## src/sv/brlc_pkg.sv

```systemverilog
// ----------------------------------------------------------------------------
// Relay level controller package
// Widths, codes, register layout and the level power table.
// ----------------------------------------------------------------------------
`default_nettype none

package brlc_pkg;

  localparam int LEVELS_DEFAULT = 8;
  localparam int TABLE_SIZE     = 16;

  localparam int LVL_W     = 3;
  localparam int IDX_W     = 4;
  localparam int CNT_W     = 4;
  localparam int SOC_W     = 10;
  localparam int PWR_W     = 16;
  localparam int CUR_W     = 19;
  localparam int WATT_W    = 15;
  localparam int TICKS_W   = 4;
  localparam int DEC_W     = 3;

  localparam int PW_SUM_W  = 17;
  localparam int GB_W      = 27;
  localparam int GBB_W     = 28;
  localparam int LOAD_W    = 26;
  localparam int EXCESS_W  = 28;
  localparam int BUDGET_W  = 29;
  localparam int PWR_TBL_W = 14;
  localparam int PWR_MW_W  = 24;

  localparam int MW_PER_W       = 1000;
  localparam int LOAD_MW_PER_MA = 106;
  localparam int LOAD_OFFSET_MW = 1000;

  localparam int APB_ADDR_W = 5;
  localparam int APB_DATA_W = 32;
  localparam int REG_IDX_W  = APB_ADDR_W - 2;

  localparam logic [LVL_W-1:0] IDLE_LEVEL   = LVL_W'(0);
  localparam logic [LVL_W-1:0] CHARGE_LEVEL = LVL_W'(1);

  localparam logic [DEC_W-1:0] DEC_SKIP      = DEC_W'(0);
  localparam logic [DEC_W-1:0] DEC_EMERGENCY = DEC_W'(1);
  localparam logic [DEC_W-1:0] DEC_TARGET    = DEC_W'(2);
  localparam logic [DEC_W-1:0] DEC_CRITICAL  = DEC_W'(3);
  localparam logic [DEC_W-1:0] DEC_FULL      = DEC_W'(4);
  localparam logic [DEC_W-1:0] DEC_LOW       = DEC_W'(5);
  localparam logic [DEC_W-1:0] DEC_MATCH     = DEC_W'(6);

  localparam logic [REG_IDX_W-1:0] REG_MIN_EXCESS   = REG_IDX_W'(0);
  localparam logic [REG_IDX_W-1:0] REG_MAX_GRID     = REG_IDX_W'(1);
  localparam logic [REG_IDX_W-1:0] REG_FULL_SOC     = REG_IDX_W'(2);
  localparam logic [REG_IDX_W-1:0] REG_CRITICAL_SOC = REG_IDX_W'(3);
  localparam logic [REG_IDX_W-1:0] REG_TARGET_SOC   = REG_IDX_W'(4);
  localparam logic [REG_IDX_W-1:0] REG_SETTLE       = REG_IDX_W'(5);

  localparam logic [WATT_W-1:0]  RST_MIN_EXCESS   = WATT_W'(1010);
  localparam logic [WATT_W-1:0]  RST_MAX_GRID     = WATT_W'(1500);
  localparam logic [SOC_W-1:0]   RST_FULL_SOC     = SOC_W'(990);
  localparam logic [SOC_W-1:0]   RST_CRITICAL_SOC = SOC_W'(60);
  localparam logic [SOC_W-1:0]   RST_TARGET_SOC   = SOC_W'(70);
  localparam logic [TICKS_W-1:0] RST_SETTLE       = TICKS_W'(2);

  typedef struct packed {
    logic [WATT_W-1:0]  min_excess_w;
    logic [WATT_W-1:0]  max_grid_draw_w;
    logic [SOC_W-1:0]   full_soc_tenths;
    logic [SOC_W-1:0]   critical_soc_tenths;
    logic [SOC_W-1:0]   charge_target_tenths;
    logic [TICKS_W-1:0] settle_ticks;
  } cfg_t;

  typedef struct packed {
    logic                     data_valid;
    logic                     soc_lt_target;
    logic                     soc_lt_critical;
    logic                     soc_ge_full;
    logic signed [GB_W-1:0]   gb_mw;
    logic signed [GBB_W-1:0]  gbb_mw;
    logic signed [LOAD_W-1:0] load_a_mw;
  } prep_t;

  // Nominal load power of each level in watts; entries past the eighth are empty.
  function automatic logic [PWR_TBL_W-1:0] level_power_w(input logic [IDX_W-1:0] idx);
    logic [PWR_TBL_W-1:0] p;
    case (idx)
      IDX_W'(0): p = PWR_TBL_W'(0);
      IDX_W'(1): p = PWR_TBL_W'(3000);
      IDX_W'(2): p = PWR_TBL_W'(3650);
      IDX_W'(3): p = PWR_TBL_W'(6650);
      IDX_W'(4): p = PWR_TBL_W'(3900);
      IDX_W'(5): p = PWR_TBL_W'(7100);
      IDX_W'(6): p = PWR_TBL_W'(7800);
      IDX_W'(7): p = PWR_TBL_W'(11400);
      default:   p = PWR_TBL_W'(0);
    endcase
    return p;
  endfunction

  function automatic logic [PWR_MW_W-1:0] level_power_mw(input logic [IDX_W-1:0] idx);
    return PWR_MW_W'(int'(level_power_w(idx)) * MW_PER_W);
  endfunction

endpackage

`default_nettype wire

```

## src/sv/brlc_cfg_regs.sv

```systemverilog
// ----------------------------------------------------------------------------
// Relay level controller configuration registers
// APB-style register file holding the thresholds and the settling count.
// ----------------------------------------------------------------------------
`default_nettype none

module brlc_cfg_regs (
  input  wire                                clk,
  input  wire                                rst_n,
  input  wire                                psel,
  input  wire                                penable,
  input  wire                                pwrite,
  input  wire  [brlc_pkg::APB_ADDR_W-1:0]    paddr,
  input  wire  [brlc_pkg::APB_DATA_W-1:0]    pwdata,
  output logic [brlc_pkg::APB_DATA_W-1:0]    prdata,
  output logic                               pready,
  output brlc_pkg::cfg_t                     cfg
);

  brlc_pkg::cfg_t                     cfg_r;
  logic                               wr_en;
  logic [brlc_pkg::REG_IDX_W-1:0]     reg_idx;

  assign pready  = 1'b1;
  assign wr_en   = psel && penable && pwrite && pready;
  assign reg_idx = paddr[brlc_pkg::APB_ADDR_W-1:2];
  assign cfg     = cfg_r;

  always_ff @(posedge clk) begin
    if (!rst_n) begin
      cfg_r.min_excess_w         <= brlc_pkg::RST_MIN_EXCESS;
      cfg_r.max_grid_draw_w      <= brlc_pkg::RST_MAX_GRID;
      cfg_r.full_soc_tenths      <= brlc_pkg::RST_FULL_SOC;
      cfg_r.critical_soc_tenths  <= brlc_pkg::RST_CRITICAL_SOC;
      cfg_r.charge_target_tenths <= brlc_pkg::RST_TARGET_SOC;
      cfg_r.settle_ticks         <= brlc_pkg::RST_SETTLE;
    end else if (wr_en) begin
      case (reg_idx)
        brlc_pkg::REG_MIN_EXCESS:
          cfg_r.min_excess_w <= pwdata[brlc_pkg::WATT_W-1:0];
        brlc_pkg::REG_MAX_GRID:
          cfg_r.max_grid_draw_w <= pwdata[brlc_pkg::WATT_W-1:0];
        brlc_pkg::REG_FULL_SOC:
          cfg_r.full_soc_tenths <= pwdata[brlc_pkg::SOC_W-1:0];
        brlc_pkg::REG_CRITICAL_SOC:
          cfg_r.critical_soc_tenths <= pwdata[brlc_pkg::SOC_W-1:0];
        brlc_pkg::REG_TARGET_SOC:
          cfg_r.charge_target_tenths <= pwdata[brlc_pkg::SOC_W-1:0];
        brlc_pkg::REG_SETTLE:
          cfg_r.settle_ticks <= pwdata[brlc_pkg::TICKS_W-1:0];
        default: begin
        end
      endcase
    end
  end

  always_comb begin
    case (reg_idx)
      brlc_pkg::REG_MIN_EXCESS:   prdata = brlc_pkg::APB_DATA_W'(cfg_r.min_excess_w);
      brlc_pkg::REG_MAX_GRID:     prdata = brlc_pkg::APB_DATA_W'(cfg_r.max_grid_draw_w);
      brlc_pkg::REG_FULL_SOC:     prdata = brlc_pkg::APB_DATA_W'(cfg_r.full_soc_tenths);
      brlc_pkg::REG_CRITICAL_SOC: prdata = brlc_pkg::APB_DATA_W'(cfg_r.critical_soc_tenths);
      brlc_pkg::REG_TARGET_SOC:   prdata = brlc_pkg::APB_DATA_W'(cfg_r.charge_target_tenths);
      brlc_pkg::REG_SETTLE:       prdata = brlc_pkg::APB_DATA_W'(cfg_r.settle_ticks);
      default:                    prdata = '0;
    endcase
  end

endmodule

`default_nettype wire

```

## src/sv/brlc_prep.sv

```systemverilog
// ----------------------------------------------------------------------------
// Relay level controller input stage
// Registers the input word and works out everything that does not depend on
// the present relay level: power sums in milliwatts and charge comparisons.
// ----------------------------------------------------------------------------
`default_nettype none

module brlc_prep (
  input  wire                                  clk,
  input  wire                                  rst_n,
  input  wire                                  in_valid,
  output logic                                 in_ready,
  input  wire                                  in_data_valid,
  input  wire         [brlc_pkg::SOC_W-1:0]    in_soc_tenths,
  input  wire  signed [brlc_pkg::PWR_W-1:0]    in_grid_power_w,
  input  wire  signed [brlc_pkg::PWR_W-1:0]    in_battery_power_w,
  input  wire  signed [brlc_pkg::CUR_W-1:0]    in_battery_current_ma,
  input  brlc_pkg::cfg_t                       cfg,
  output logic                                 prep_valid,
  output brlc_pkg::prep_t                      prep,
  input  wire                                  prep_ready
);

  logic                                 in_v_r;
  logic                                 dv_r;
  logic        [brlc_pkg::SOC_W-1:0]    soc_r;
  logic signed [brlc_pkg::PWR_W-1:0]    grid_r;
  logic signed [brlc_pkg::PWR_W-1:0]    bat_r;
  logic signed [brlc_pkg::CUR_W-1:0]    cur_r;

  logic                                 prep_v_r;
  brlc_pkg::prep_t                      prep_r;
  brlc_pkg::prep_t                      prep_nxt;
  logic                                 prep_load;

  logic signed [brlc_pkg::PW_SUM_W-1:0] pw_sum;
  logic signed [brlc_pkg::GBB_W-1:0]    grid_draw_mw;

  assign prep_load  = !prep_v_r || prep_ready;
  assign in_ready   = !in_v_r || prep_load;
  assign prep_valid = prep_v_r;
  assign prep       = prep_r;

  always_ff @(posedge clk) begin
    if (!rst_n) begin
      in_v_r   <= 1'b0;
      prep_v_r <= 1'b0;
    end else begin
      if (in_ready) begin
        in_v_r <= in_valid;
      end
      if (prep_load) begin
        prep_v_r <= in_v_r;
      end
    end
  end

  always_ff @(posedge clk) begin
    if (in_valid && in_ready) begin
      dv_r   <= in_data_valid;
      soc_r  <= in_soc_tenths;
      grid_r <= in_grid_power_w;
      bat_r  <= in_battery_power_w;
      cur_r  <= in_battery_current_ma;
    end
    if (prep_load && in_v_r) begin
      prep_r <= prep_nxt;
    end
  end

  // Grid and battery powers are summed in watts first; the scaling to
  // milliwatts is exact, so the order does not change the result.
  assign pw_sum = brlc_pkg::PW_SUM_W'(grid_r) + brlc_pkg::PW_SUM_W'(bat_r);
  assign grid_draw_mw = brlc_pkg::GBB_W'($signed({1'b0, cfg.max_grid_draw_w}))
                      * brlc_pkg::GBB_W'(brlc_pkg::MW_PER_W);

  always_comb begin
    prep_nxt.data_valid      = dv_r;
    prep_nxt.soc_lt_target   = soc_r < cfg.charge_target_tenths;
    prep_nxt.soc_lt_critical = soc_r < cfg.critical_soc_tenths;
    prep_nxt.soc_ge_full     = soc_r >= cfg.full_soc_tenths;
    prep_nxt.gb_mw           = brlc_pkg::GB_W'(pw_sum) * brlc_pkg::GB_W'(brlc_pkg::MW_PER_W);
    prep_nxt.gbb_mw          = brlc_pkg::GBB_W'(prep_nxt.gb_mw) + grid_draw_mw;
    prep_nxt.load_a_mw       = brlc_pkg::LOAD_W'(cur_r)
                             * brlc_pkg::LOAD_W'(brlc_pkg::LOAD_MW_PER_MA)
                             + brlc_pkg::LOAD_W'(brlc_pkg::LOAD_OFFSET_MW);
  end

endmodule

`default_nettype wire

```

## src/sv/brlc_decide.sv

```systemverilog
// ----------------------------------------------------------------------------
// Relay level controller decision stage
// Completes the excess power with the load of the present level, chooses the
// candidate level, applies ramp limiting and settling, and holds the result.
// ----------------------------------------------------------------------------
`default_nettype none

module brlc_decide #(
  parameter int LEVELS = brlc_pkg::LEVELS_DEFAULT
) (
  input  wire                                   clk,
  input  wire                                   rst_n,
  input  brlc_pkg::cfg_t                        cfg,
  input  wire                                   prep_valid,
  output logic                                  prep_ready,
  input  brlc_pkg::prep_t                       prep,
  output logic                                  out_valid,
  input  wire                                   out_ready,
  output logic        [brlc_pkg::LVL_W-1:0]     out_relay_level,
  output logic                                  out_level_changed,
  output logic        [brlc_pkg::DEC_W-1:0]     out_decision,
  output logic                                  out_ramp_capped,
  output logic                                  out_protection_active,
  output logic        [brlc_pkg::CNT_W-1:0]     out_settle_count,
  output logic signed [brlc_pkg::EXCESS_W-1:0]  out_excess_mw
);

  // Power of a level as this instance sees it: levels at or past LEVELS are empty.
  function automatic logic [brlc_pkg::PWR_TBL_W-1:0] lvl_power_w(
    input logic [brlc_pkg::LVL_W-1:0] lv
  );
    logic [brlc_pkg::PWR_TBL_W-1:0] p;
    p = '0;
    if (int'(lv) < LEVELS) begin
      p = brlc_pkg::level_power_w(brlc_pkg::IDX_W'(lv));
    end
    return p;
  endfunction

  function automatic logic [brlc_pkg::PWR_MW_W-1:0] lvl_power_mw(
    input logic [brlc_pkg::LVL_W-1:0] lv
  );
    logic [brlc_pkg::PWR_MW_W-1:0] p;
    p = '0;
    if (int'(lv) < LEVELS) begin
      p = brlc_pkg::level_power_mw(brlc_pkg::IDX_W'(lv));
    end
    return p;
  endfunction

  // Highest table power within the budget, lowest index among equal powers.
  // Each level decides on its own whether another fitting level beats it.
  function automatic logic [brlc_pkg::LVL_W-1:0] best_match(
    input logic signed [brlc_pkg::BUDGET_W-1:0] budget
  );
    logic [LEVELS-1:0]               fit;
    logic                            dom;
    logic [brlc_pkg::PWR_TBL_W-1:0]  pi;
    logic [brlc_pkg::PWR_TBL_W-1:0]  pj;
    logic [brlc_pkg::LVL_W-1:0]      best;
    best = '0;
    for (int i = 0; i < LEVELS; i++) begin
      fit[i] = (brlc_pkg::level_power_w(brlc_pkg::IDX_W'(i)) != '0) &&
               (brlc_pkg::BUDGET_W'($signed({1'b0,
                 brlc_pkg::level_power_mw(brlc_pkg::IDX_W'(i))})) <= budget);
    end
    for (int i = 0; i < LEVELS; i++) begin
      pi  = brlc_pkg::level_power_w(brlc_pkg::IDX_W'(i));
      dom = 1'b0;
      for (int j = 0; j < LEVELS; j++) begin
        pj = brlc_pkg::level_power_w(brlc_pkg::IDX_W'(j));
        if ((fit[j] && (pj > pi)) || ((j < i) && (pj == pi))) begin
          dom = 1'b1;
        end
      end
      if (fit[i] && !dom) begin
        best = brlc_pkg::LVL_W'(i);
      end
    end
    return best;
  endfunction

  // Smallest table power above that of the present level, lowest index on ties.
  function automatic logic [brlc_pkg::LVL_W-1:0] next_up(
    input logic [brlc_pkg::LVL_W-1:0] lv
  );
    logic [LEVELS-1:0]               above;
    logic                            dom;
    logic [brlc_pkg::PWR_TBL_W-1:0]  cur_p;
    logic [brlc_pkg::PWR_TBL_W-1:0]  pi;
    logic [brlc_pkg::PWR_TBL_W-1:0]  pj;
    logic [brlc_pkg::LVL_W-1:0]      nxt;
    cur_p = lvl_power_w(lv);
    nxt   = lv;
    for (int i = 0; i < LEVELS; i++) begin
      above[i] = brlc_pkg::level_power_w(brlc_pkg::IDX_W'(i)) > cur_p;
    end
    for (int i = 0; i < LEVELS; i++) begin
      pi  = brlc_pkg::level_power_w(brlc_pkg::IDX_W'(i));
      dom = 1'b0;
      for (int j = 0; j < LEVELS; j++) begin
        pj = brlc_pkg::level_power_w(brlc_pkg::IDX_W'(j));
        if (above[j] && ((pj < pi) || ((pj == pi) && (j < i)))) begin
          dom = 1'b1;
        end
      end
      if (above[i] && !dom) begin
        nxt = brlc_pkg::LVL_W'(i);
      end
    end
    return nxt;
  endfunction

  logic [brlc_pkg::LVL_W-1:0]           level_r;
  logic [brlc_pkg::CNT_W-1:0]           cnt_r;
  logic                                 latch_r;
  logic                                 out_v_r;

  logic [brlc_pkg::LVL_W-1:0]           level_nxt;
  logic [brlc_pkg::CNT_W-1:0]           cnt_nxt;
  logic                                 latch_nxt;
  logic                                 changed_nxt;
  logic [brlc_pkg::DEC_W-1:0]           dec_nxt;
  logic                                 ramp_nxt;
  logic signed [brlc_pkg::EXCESS_W-1:0] excess_nxt;

  logic [brlc_pkg::LVL_W-1:0]           out_level_r;
  logic                                 out_changed_r;
  logic [brlc_pkg::DEC_W-1:0]           out_dec_r;
  logic                                 out_ramp_r;
  logic                                 out_latch_r;
  logic [brlc_pkg::CNT_W-1:0]           out_cnt_r;
  logic signed [brlc_pkg::EXCESS_W-1:0] out_excess_r;

  logic signed [brlc_pkg::LOAD_W-1:0]   load_b;
  logic signed [brlc_pkg::LOAD_W-1:0]   load;
  logic signed [brlc_pkg::EXCESS_W-1:0] excess;
  logic signed [brlc_pkg::BUDGET_W-1:0] budget;
  logic signed [brlc_pkg::BUDGET_W-1:0] min_mw;
  logic [brlc_pkg::LVL_W-1:0]           best;
  logic [brlc_pkg::LVL_W-1:0]           nx;
  logic [brlc_pkg::LVL_W-1:0]           cand;
  logic [brlc_pkg::CNT_W-1:0]           cnt_inc;
  logic                                 fire;

  assign prep_ready = !out_v_r || out_ready;
  assign fire       = prep_valid && prep_ready;

  assign load_b = brlc_pkg::LOAD_W'($signed({1'b0, lvl_power_mw(level_r)}));
  assign min_mw = brlc_pkg::BUDGET_W'($signed({1'b0, cfg.min_excess_w}))
                * brlc_pkg::BUDGET_W'(brlc_pkg::MW_PER_W);

  always_comb begin
    // Level 0 draws nothing; otherwise the measured draw, floored at the table power.
    if (level_r == brlc_pkg::IDLE_LEVEL) begin
      load = '0;
    end else if (prep.load_a_mw > load_b) begin
      load = prep.load_a_mw;
    end else begin
      load = load_b;
    end
    excess = brlc_pkg::EXCESS_W'(prep.gb_mw) + brlc_pkg::EXCESS_W'(load);
    budget = brlc_pkg::BUDGET_W'(prep.gbb_mw) + brlc_pkg::BUDGET_W'(load);
    best   = best_match(budget);
    nx     = next_up(level_r);

    latch_nxt = latch_r;
    ramp_nxt  = 1'b0;
    if (latch_r) begin
      if (prep.soc_lt_target) begin
        cand    = brlc_pkg::CHARGE_LEVEL;
        dec_nxt = brlc_pkg::DEC_EMERGENCY;
      end else begin
        cand      = brlc_pkg::IDLE_LEVEL;
        latch_nxt = 1'b0;
        dec_nxt   = brlc_pkg::DEC_TARGET;
      end
    end else if (prep.soc_lt_critical) begin
      cand      = brlc_pkg::CHARGE_LEVEL;
      latch_nxt = 1'b1;
      dec_nxt   = brlc_pkg::DEC_CRITICAL;
    end else if (prep.soc_ge_full) begin
      cand    = brlc_pkg::IDLE_LEVEL;
      dec_nxt = brlc_pkg::DEC_FULL;
    end else if (brlc_pkg::BUDGET_W'(excess) < min_mw) begin
      cand    = brlc_pkg::IDLE_LEVEL;
      dec_nxt = brlc_pkg::DEC_LOW;
    end else begin
      cand    = best;
      dec_nxt = brlc_pkg::DEC_MATCH;
      if ((best > level_r) && (best > nx)) begin
        cand     = nx;
        ramp_nxt = 1'b1;
      end
    end

    cnt_inc     = cnt_r + brlc_pkg::CNT_W'(1);
    level_nxt   = level_r;
    cnt_nxt     = '0;
    changed_nxt = 1'b0;
    excess_nxt  = excess;
    if (cand != level_r) begin
      cnt_nxt = cnt_inc;
      if (cnt_inc >= cfg.settle_ticks) begin
        level_nxt   = cand;
        cnt_nxt     = '0;
        changed_nxt = 1'b1;
      end
    end

    // A stale measurement leaves all state as it was.
    if (!prep.data_valid) begin
      level_nxt   = level_r;
      cnt_nxt     = cnt_r;
      latch_nxt   = latch_r;
      changed_nxt = 1'b0;
      dec_nxt     = brlc_pkg::DEC_SKIP;
      ramp_nxt    = 1'b0;
      excess_nxt  = '0;
    end
  end

  always_ff @(posedge clk) begin
    if (!rst_n) begin
      level_r <= brlc_pkg::IDLE_LEVEL;
      cnt_r   <= '0;
      latch_r <= 1'b0;
      out_v_r <= 1'b0;
    end else begin
      if (prep_ready) begin
        out_v_r <= prep_valid;
      end
      if (fire) begin
        level_r <= level_nxt;
        cnt_r   <= cnt_nxt;
        latch_r <= latch_nxt;
      end
    end
  end

  always_ff @(posedge clk) begin
    if (fire) begin
      out_level_r   <= level_nxt;
      out_changed_r <= changed_nxt;
      out_dec_r     <= dec_nxt;
      out_ramp_r    <= ramp_nxt;
      out_latch_r   <= latch_nxt;
      out_cnt_r     <= cnt_nxt;
      out_excess_r  <= excess_nxt;
    end
  end

  assign out_valid             = out_v_r;
  assign out_relay_level       = out_level_r;
  assign out_level_changed     = out_changed_r;
  assign out_decision          = out_dec_r;
  assign out_ramp_capped       = out_ramp_r;
  assign out_protection_active = out_latch_r;
  assign out_settle_count      = out_cnt_r;
  assign out_excess_mw         = out_excess_r;

endmodule

`default_nettype wire

```

## src/sv/battery_relay_level_controller.sv

```systemverilog
// ----------------------------------------------------------------------------
// Battery relay level controller
// Each input word is one control tick of grid power, battery power, battery
// current and lowest charge; each tick yields one result word with the relay
// level (0 to 7), the reason for it and the excess power in milliwatts. The
// block takes one word per clock cycle when the result side keeps up; a word
// passes through an input register, a register after the level-independent
// power arithmetic, and the result register, which also holds the level,
// settling count and protection latch that the next tick reads. Thresholds are
// written through the APB-style port at byte addresses 0 to 20; the user must
// write them only while no tick is in flight, which the block does not enforce.
// ----------------------------------------------------------------------------
`default_nettype none

module battery_relay_level_controller #(
  parameter int LEVELS = brlc_pkg::LEVELS_DEFAULT
) (
  input  wire                                   clk,
  input  wire                                   rst_n,
  input  wire                                   in_valid,
  output logic                                  in_ready,
  input  wire                                   in_data_valid,
  input  wire         [brlc_pkg::SOC_W-1:0]     in_soc_tenths,
  input  wire  signed [brlc_pkg::PWR_W-1:0]     in_grid_power_w,
  input  wire  signed [brlc_pkg::PWR_W-1:0]     in_battery_power_w,
  input  wire  signed [brlc_pkg::CUR_W-1:0]     in_battery_current_ma,
  output logic                                  out_valid,
  input  wire                                   out_ready,
  output logic        [brlc_pkg::LVL_W-1:0]     out_relay_level,
  output logic                                  out_level_changed,
  output logic        [brlc_pkg::DEC_W-1:0]     out_decision,
  output logic                                  out_ramp_capped,
  output logic                                  out_protection_active,
  output logic        [brlc_pkg::CNT_W-1:0]     out_settle_count,
  output logic signed [brlc_pkg::EXCESS_W-1:0]  out_excess_mw,
  input  wire                                   psel,
  input  wire                                   penable,
  input  wire                                   pwrite,
  input  wire         [brlc_pkg::APB_ADDR_W-1:0] paddr,
  input  wire         [brlc_pkg::APB_DATA_W-1:0] pwdata,
  output logic        [brlc_pkg::APB_DATA_W-1:0] prdata,
  output logic                                  pready
);

  brlc_pkg::cfg_t  cfg;
  brlc_pkg::prep_t prep;
  logic            prep_valid;
  logic            prep_ready;

  brlc_cfg_regs u_cfg (
    .clk     (clk),
    .rst_n   (rst_n),
    .psel    (psel),
    .penable (penable),
    .pwrite  (pwrite),
    .paddr   (paddr),
    .pwdata  (pwdata),
    .prdata  (prdata),
    .pready  (pready),
    .cfg     (cfg)
  );

  brlc_prep u_prep (
    .clk                   (clk),
    .rst_n                 (rst_n),
    .in_valid              (in_valid),
    .in_ready              (in_ready),
    .in_data_valid         (in_data_valid),
    .in_soc_tenths         (in_soc_tenths),
    .in_grid_power_w       (in_grid_power_w),
    .in_battery_power_w    (in_battery_power_w),
    .in_battery_current_ma (in_battery_current_ma),
    .cfg                   (cfg),
    .prep_valid            (prep_valid),
    .prep                  (prep),
    .prep_ready            (prep_ready)
  );

  brlc_decide #(
    .LEVELS (LEVELS)
  ) u_decide (
    .clk                   (clk),
    .rst_n                 (rst_n),
    .cfg                   (cfg),
    .prep_valid            (prep_valid),
    .prep_ready            (prep_ready),
    .prep                  (prep),
    .out_valid             (out_valid),
    .out_ready             (out_ready),
    .out_relay_level       (out_relay_level),
    .out_level_changed     (out_level_changed),
    .out_decision          (out_decision),
    .out_ramp_capped       (out_ramp_capped),
    .out_protection_active (out_protection_active),
    .out_settle_count      (out_settle_count),
    .out_excess_mw         (out_excess_mw)
  );

endmodule

`default_nettype wire

```

## config.mk

```make
export PLATFORM = sky130hd
export DESIGN_NAME = battery_relay_level_controller
export DESIGN_NICKNAME = d
export VERILOG_FILES = /design/src/sv/brlc_pkg.sv /design/src/sv/brlc_cfg_regs.sv /design/src/sv/brlc_prep.sv /design/src/sv/brlc_decide.sv /design/src/sv/battery_relay_level_controller.sv
export SDC_FILE = /design/constraint.sdc
export NUM_CORES = 1
export LEC_CHECK = 0
export ABC_AREA = 1
export BUFFER_PORTS_ARGS = -buffer_cell sky130_fd_sc_hd__buf_2
export CAP_MARGIN = 20
export CORE_UTILIZATION = 47
export DETAILED_ROUTE_END_ITERATION = 6
export GPL_ROUTABILITY_DRIVEN = 0
export MAX_ROUTING_LAYER = met4
export PLACE_DENSITY = 0.73
export SYNTH_ARGS = -nofsm -noshare
export SYNTH_HDL_FRONTEND = slang
export SYNTH_SLANG_ARGS = --single-unit
```

## constraint.sdc

```tcl
create_clock -name clk -period 15.15 [get_ports clk]
set_input_delay 3.03 -clock clk [delete_from_list [all_inputs] [get_ports clk]]
set_output_delay 3.03 -clock clk [all_outputs]
set_load 0.05 [all_outputs]
```

==> impl_results.html <==
<table>
<tr><th>Metric</th><th>Value</th></tr>
<tr><th colspan="2">Worst setup path</th></tr>
<tr><td>Data arrival time of the worst path</td><td>13.36 ns</td></tr>
<tr><td>Most used cell, CP</td><td>a21oi_1</td></tr>
<tr><td>Kind of critical path</td><td>flip-flop to flip-flop</td></tr>
<tr><td>Worst reg-to-reg path cell count</td><td>66</td></tr>
<tr><td>Required time of the critical path</td><td>15.62 ns</td></tr>
<tr><td>Peak per-stage delay on the critical path</td><td>0.75 ns</td></tr>
<tr><td>Maximum net fanout on the critical path</td><td>38</td></tr>
<tr><td>Critical path's slowest cell</td><td>dfxtp_1</td></tr>
<tr><td>Worst setup EP type</td><td>flip-flop</td></tr>
<tr><td>Crit path launch type</td><td>flip-flop</td></tr>
<tr><th colspan="2">Synth</th></tr>
<tr><td>Area share of and/or/nand/nor cells after synthesis</td><td>15.3%</td></tr>
<tr><td>Top cells by area in the synthesized netlist</td><td>ha_1, edfxtp_1, fa_1</td></tr>
<tr><td>Fraction of the mapped netlist area in adder cells</td><td>35.2%</td></tr>
<tr><td>Distinct cell type count of the synthesized netlist</td><td>69</td></tr>
<tr><td>Share of flip-flops with an asynchronous set or reset</td><td>0%</td></tr>
<tr><td>Post-synth EDFFs</td><td>180</td></tr>
<tr><td>Portion of the post-synthesis area used by sequential elements</td><td>23.8%</td></tr>
<tr><td>Synthesized area</td><td>30100 um^2</td></tr>
<tr><td>Synth top area share</td><td>19.4%</td></tr>
<tr><td>Area leader, netlist</td><td>ha_1</td></tr>
<tr><td>Proportion of synthesized area in mux cells</td><td>0%</td></tr>
<tr><td>Combinational family with the most area after synthesis</td><td>adder cells</td></tr>
<tr><td>Yosys warning total</td><td>0</td></tr>
<tr><td>Main flop type after synthesis</td><td>edfxtp_1</td></tr>
<tr><td>Register bit total from synthesis</td><td>267</td></tr>
<tr><td>Synth Area in XOR/XNOR</td><td>5.32%</td></tr>
<tr><td>Syn avg cell area</td><td>8.63 um^2</td></tr>
<tr><td>Synthesized instance count</td><td>3481</td></tr>
<tr><td>Post-synthesis compound-gate area fraction</td><td>10.3%</td></tr>
<tr><th colspan="2">STA</th></tr>
<tr><td>Final setup margin</td><td>2.26 ns</td></tr>
<tr><td>Fin Clk Skew</td><td>0.0223 ns</td></tr>
<tr><td>Final hold vios</td><td>0</td></tr>
<tr><td>Count of final setup violators</td><td>0</td></tr>
<tr><td>Total negative setup slack</td><td>0 ns</td></tr>
<tr><td>Setup repair after global routing missed its margin</td><td>no</td></tr>
<tr><td>Final min period</td><td>12.89 ns</td></tr>
<tr><td>Max-slew headroom at the worst pin</td><td>28.5%</td></tr>
<tr><td>Highest achievable clock rate</td><td>77.6 MHz</td></tr>
<tr><td>Final Max Slew Viols</td><td>0</td></tr>
<tr><td>Portion of the clock cycle consumed by the worst path in the final layout</td><td>85.1%</td></tr>
<tr><td>Worst slew pin tran</td><td>1.07 ns</td></tr>
<tr><th colspan="2">CTS</th></tr>
<tr><td>CTS clk-pin slew, worst paths</td><td>0.06 ns</td></tr>
<tr><td>Maximum clock path buffer count</td><td>3</td></tr>
<tr><td>TritonCTS clock tree</td><td>yes</td></tr>
<tr><td>Number of post-CTS setup repair buffers</td><td>0</td></tr>
<tr><td>Post-CTS Resized</td><td>0</td></tr>
<tr><td>Cts-stage hold buffer count</td><td>0</td></tr>
<tr><td>Count of H-tree levels built during CTS</td><td>2</td></tr>
<tr><td>Clock latency reported for the late side of the worst-skew pair</td><td>0.57 ns</td></tr>
<tr><td>CTS Root Cell</td><td>clkbuf_16</td></tr>
<tr><td>Num Clock Sinks</td><td>267</td></tr>
<tr><td>Cts bufs inserted</td><td>34</td></tr>
<tr><th colspan="2">Floorplanning</th></tr>
<tr><td>Die Span X</td><td>255 um</td></tr>
<tr><td>Area of the die</td><td>65000 um^2</td></tr>
<tr><td>Standard-cell rows</td><td>92</td></tr>
<tr><td>Core Footprint</td><td>63100 um^2</td></tr>
<tr><td>Initial Util</td><td>47.6%</td></tr>
<tr><td>I/O pin total</td><td>182</td></tr>
<tr><td>Vertical die dimension</td><td>255 um</td></tr>
<tr><th colspan="2">Flow run</th></tr>
<tr><td>Maximum Capacitance Violations</td><td>0</td></tr>
<tr><th colspan="2">Final layout</th></tr>
<tr><td>Share of cells above drive strength 1</td><td>8.90%</td></tr>
<tr><td>Final-stage net count</td><td>4445</td></tr>
<tr><td>Layout area overhead</td><td>9.11%</td></tr>
<tr><td>Number of non-filler instances in the completed layout</td><td>4510</td></tr>
<tr><td>Number of filler cells placed in the layout</td><td>5902</td></tr>
<tr><th colspan="2">Drt</th></tr>
<tr><td>Violation count after the first detailed-routing iteration</td><td>1312</td></tr>
<tr><td>Vias per cell</td><td>5.10</td></tr>
<tr><td>Total detailed-routing wirelength</td><td>67900 um</td></tr>
<tr><td>Wire length per cell</td><td>15.1 um</td></tr>
<tr><td>Via count</td><td>23000</td></tr>
<tr><td>Pre-antenna DRT Iters</td><td>6</td></tr>
<tr><td>Post-route antenna net violation count</td><td>0</td></tr>
<tr><td>Post-detailed-route DRC marker count</td><td>0</td></tr>
<tr><th colspan="2">Placed design</th></tr>
<tr><td>PortBufs</td><td>143</td></tr>
<tr><td>Placed wire-length estimate after detailed placement</td><td>56900 um</td></tr>
<tr><td>Place WS</td><td>2.49 ns</td></tr>
<tr><td>Cell total after placement</td><td>4447</td></tr>
<tr><th colspan="2">Global routing</th></tr>
<tr><td>Via count of the first global-routing pass</td><td>22700</td></tr>
<tr><td>Wire length of the first global-routing pass</td><td>111000 um</td></tr>
<tr><td>Gr usage total</td><td>22.2%</td></tr>
<tr><td>Number of antenna violations at the first check in global routing</td><td>3</td></tr>
<tr><td>GRT overflow</td><td>0</td></tr>
<tr><td>Maximum number of pins on one net before global-route repair</td><td>75</td></tr>
<tr><th colspan="2">Min path</th></tr>
<tr><td>Class of the tightest hold or removal check</td><td>flip-flop to flip-flop</td></tr>
<tr><td>Number of stages on the worst hold path</td><td>0</td></tr>
<tr><th colspan="2">Outcome</th></tr>
<tr><td>Outcome</td><td>finished clean</td></tr>
</table>
worst max-delay path: cells and delay by family, from the launching register on:
family	cells	cell delay, ns
AO/OA/AOI/OAI	26	4.09
buffers and inverters	8	0.97
AND/OR/NAND/NOR	20	2.44
adder cells (fa/ha/maj)	10	4.02
flip-flops	1	0.75
XOR/XNOR	2	0.54
final cells by class:
class / count / area, um^2 / share of cell area (%)
multi-input combinational: 2447 / 19900 / 60.8
clock inverter: 15 / 189 / 0.576
antenna: 1 / 2.50 / 0.00763
inverter: 735 / 2760 / 8.41
tap: 846 / 1060 / 3.23
timing repair buffer: 152 / 783 / 2.39
clock buffer: 47 / 920 / 2.80
sequential: 267 / 7150 / 21.8
through the flow:
stage	util [%]	cell area, um^2	hold slack (ns)
2_1_floorplan	-	30100	0.400
3_3_place_gp	50.2	31700	0.424
3_5_place_dp	50.2	31700	0.427
4_1_cts	52.0	32800	0.442
5_1_grt	52.0	32800	0.443
6_report	52.0	32800	0.436
cells in the final DEF (no fill, tap or decap), types with 9 or more instances in the layout:
| cell | synthesis | routed |
|---|---|---|
| nand3_1 | 138 | 138 |
| nand2_1 | 464 | 464 |
| clkbuf_1 | 26 | 11 |
| o21bai_1 | 37 | 37 |
| dfxtp_1 | 87 | 87 |
| nor2_1 | 222 | 222 |
| xnor2_1 | 51 | 51 |
| fa_1 | 237 | 237 |
| edfxtp_1 | 180 | 180 |
| clkbuf_16 | 0 | 34 |
| o22ai_1 | 10 | 10 |
| nand3_2 | 15 | 15 |
| a31oi_1 | 12 | 12 |
| o211ai_1 | 18 | 18 |
| inv_2 | 19 | 22 |
| conb_1 | 2 | 19 |
| o21ai_0 | 122 | 122 |
| buf_2 | 2 | 143 |
| inv_1 | 713 | 710 |
| nand4_1 | 46 | 46 |
| nor3_1 | 26 | 26 |
| nand2_2 | 39 | 39 |
| buf_4 | 20 | 9 |
| nor2_2 | 13 | 13 |
| a21oi_1 | 252 | 252 |
| o21ai_1 | 12 | 12 |
| xor2_1 | 126 | 126 |
| ha_1 | 465 | 465 |
final timing paths:
kind	start	end	slack [ns]
hold / removal	u_prep.dv_r$_DFFE_PP_	u_prep.prep[84]$_DFFE_PP_	0.44
setup reg to reg	flip-flop	flip-flop	2.26
setup / recovery	flip-flop	flip-flop	2.26
hold reg to reg	u_prep.dv_r$_DFFE_PP_	u_prep.prep[84]$_DFFE_PP_	0.44
synth_stat cells (8+ instances only):
library cell,n
buf_4,20
a211oi_1,8
o21ai_0,122
xnor2_1,51
o21a_1,8
nor2_1,222
a221oi_1,8
o211ai_1,18
o21bai_1,37
edfxtp_1,180
a21oi_1,252
a21o_1,8
xor2_1,126
nand4_1,46
clkbuf_1,26
o22ai_1,10
nand3_1,138
inv_1,713
nand3_2,15
o21ai_1,12
ha_1,465
dfxtp_1,87
a31oi_1,12
nor2_2,13
nor3_1,26
nand2_2,39
nand2_1,464
fa_1,237
inv_2,19
metal layers:
layer	wire length, um	track usage [%]	vias up
met5	0	-	-
met4	2760	8.73	0
met3	3520	3.54	142
met2	31600	36.3	523
met1	30000	27.5	10700
li1	-	-	11600
flip-flops by register name, indices dropped and copies added, names as in the netlist, 2 cells and up, named ones only:
signal	count
u_decide.out_settle_count	4
u_cfg.cfg	64
u_prep.prep	78
u_prep.soc_r	10
u_prep.bat_r	16
u_prep.cur_r	19
u_decide.level_r	3
u_decide.out_decision	3
u_decide.out_relay_level	3
u_prep.grid_r	16
u_decide.out_excess_mw	27
u_decide.load_b	2
u_decide.cnt_r	4
logic make-up after synthesis:
family                   Yosys count
AO/OA/AOI/OAI                    536
XOR/XNOR                         180
adder cells (fa/ha/maj)          702
buffers and inverters            784
flip-flops                       267
other                              2
AND/OR/NAND/NOR                 1010
Power is not shown: default switching activity piles up to over one toggle a cycle in this logic, so the estimate is an artifact.
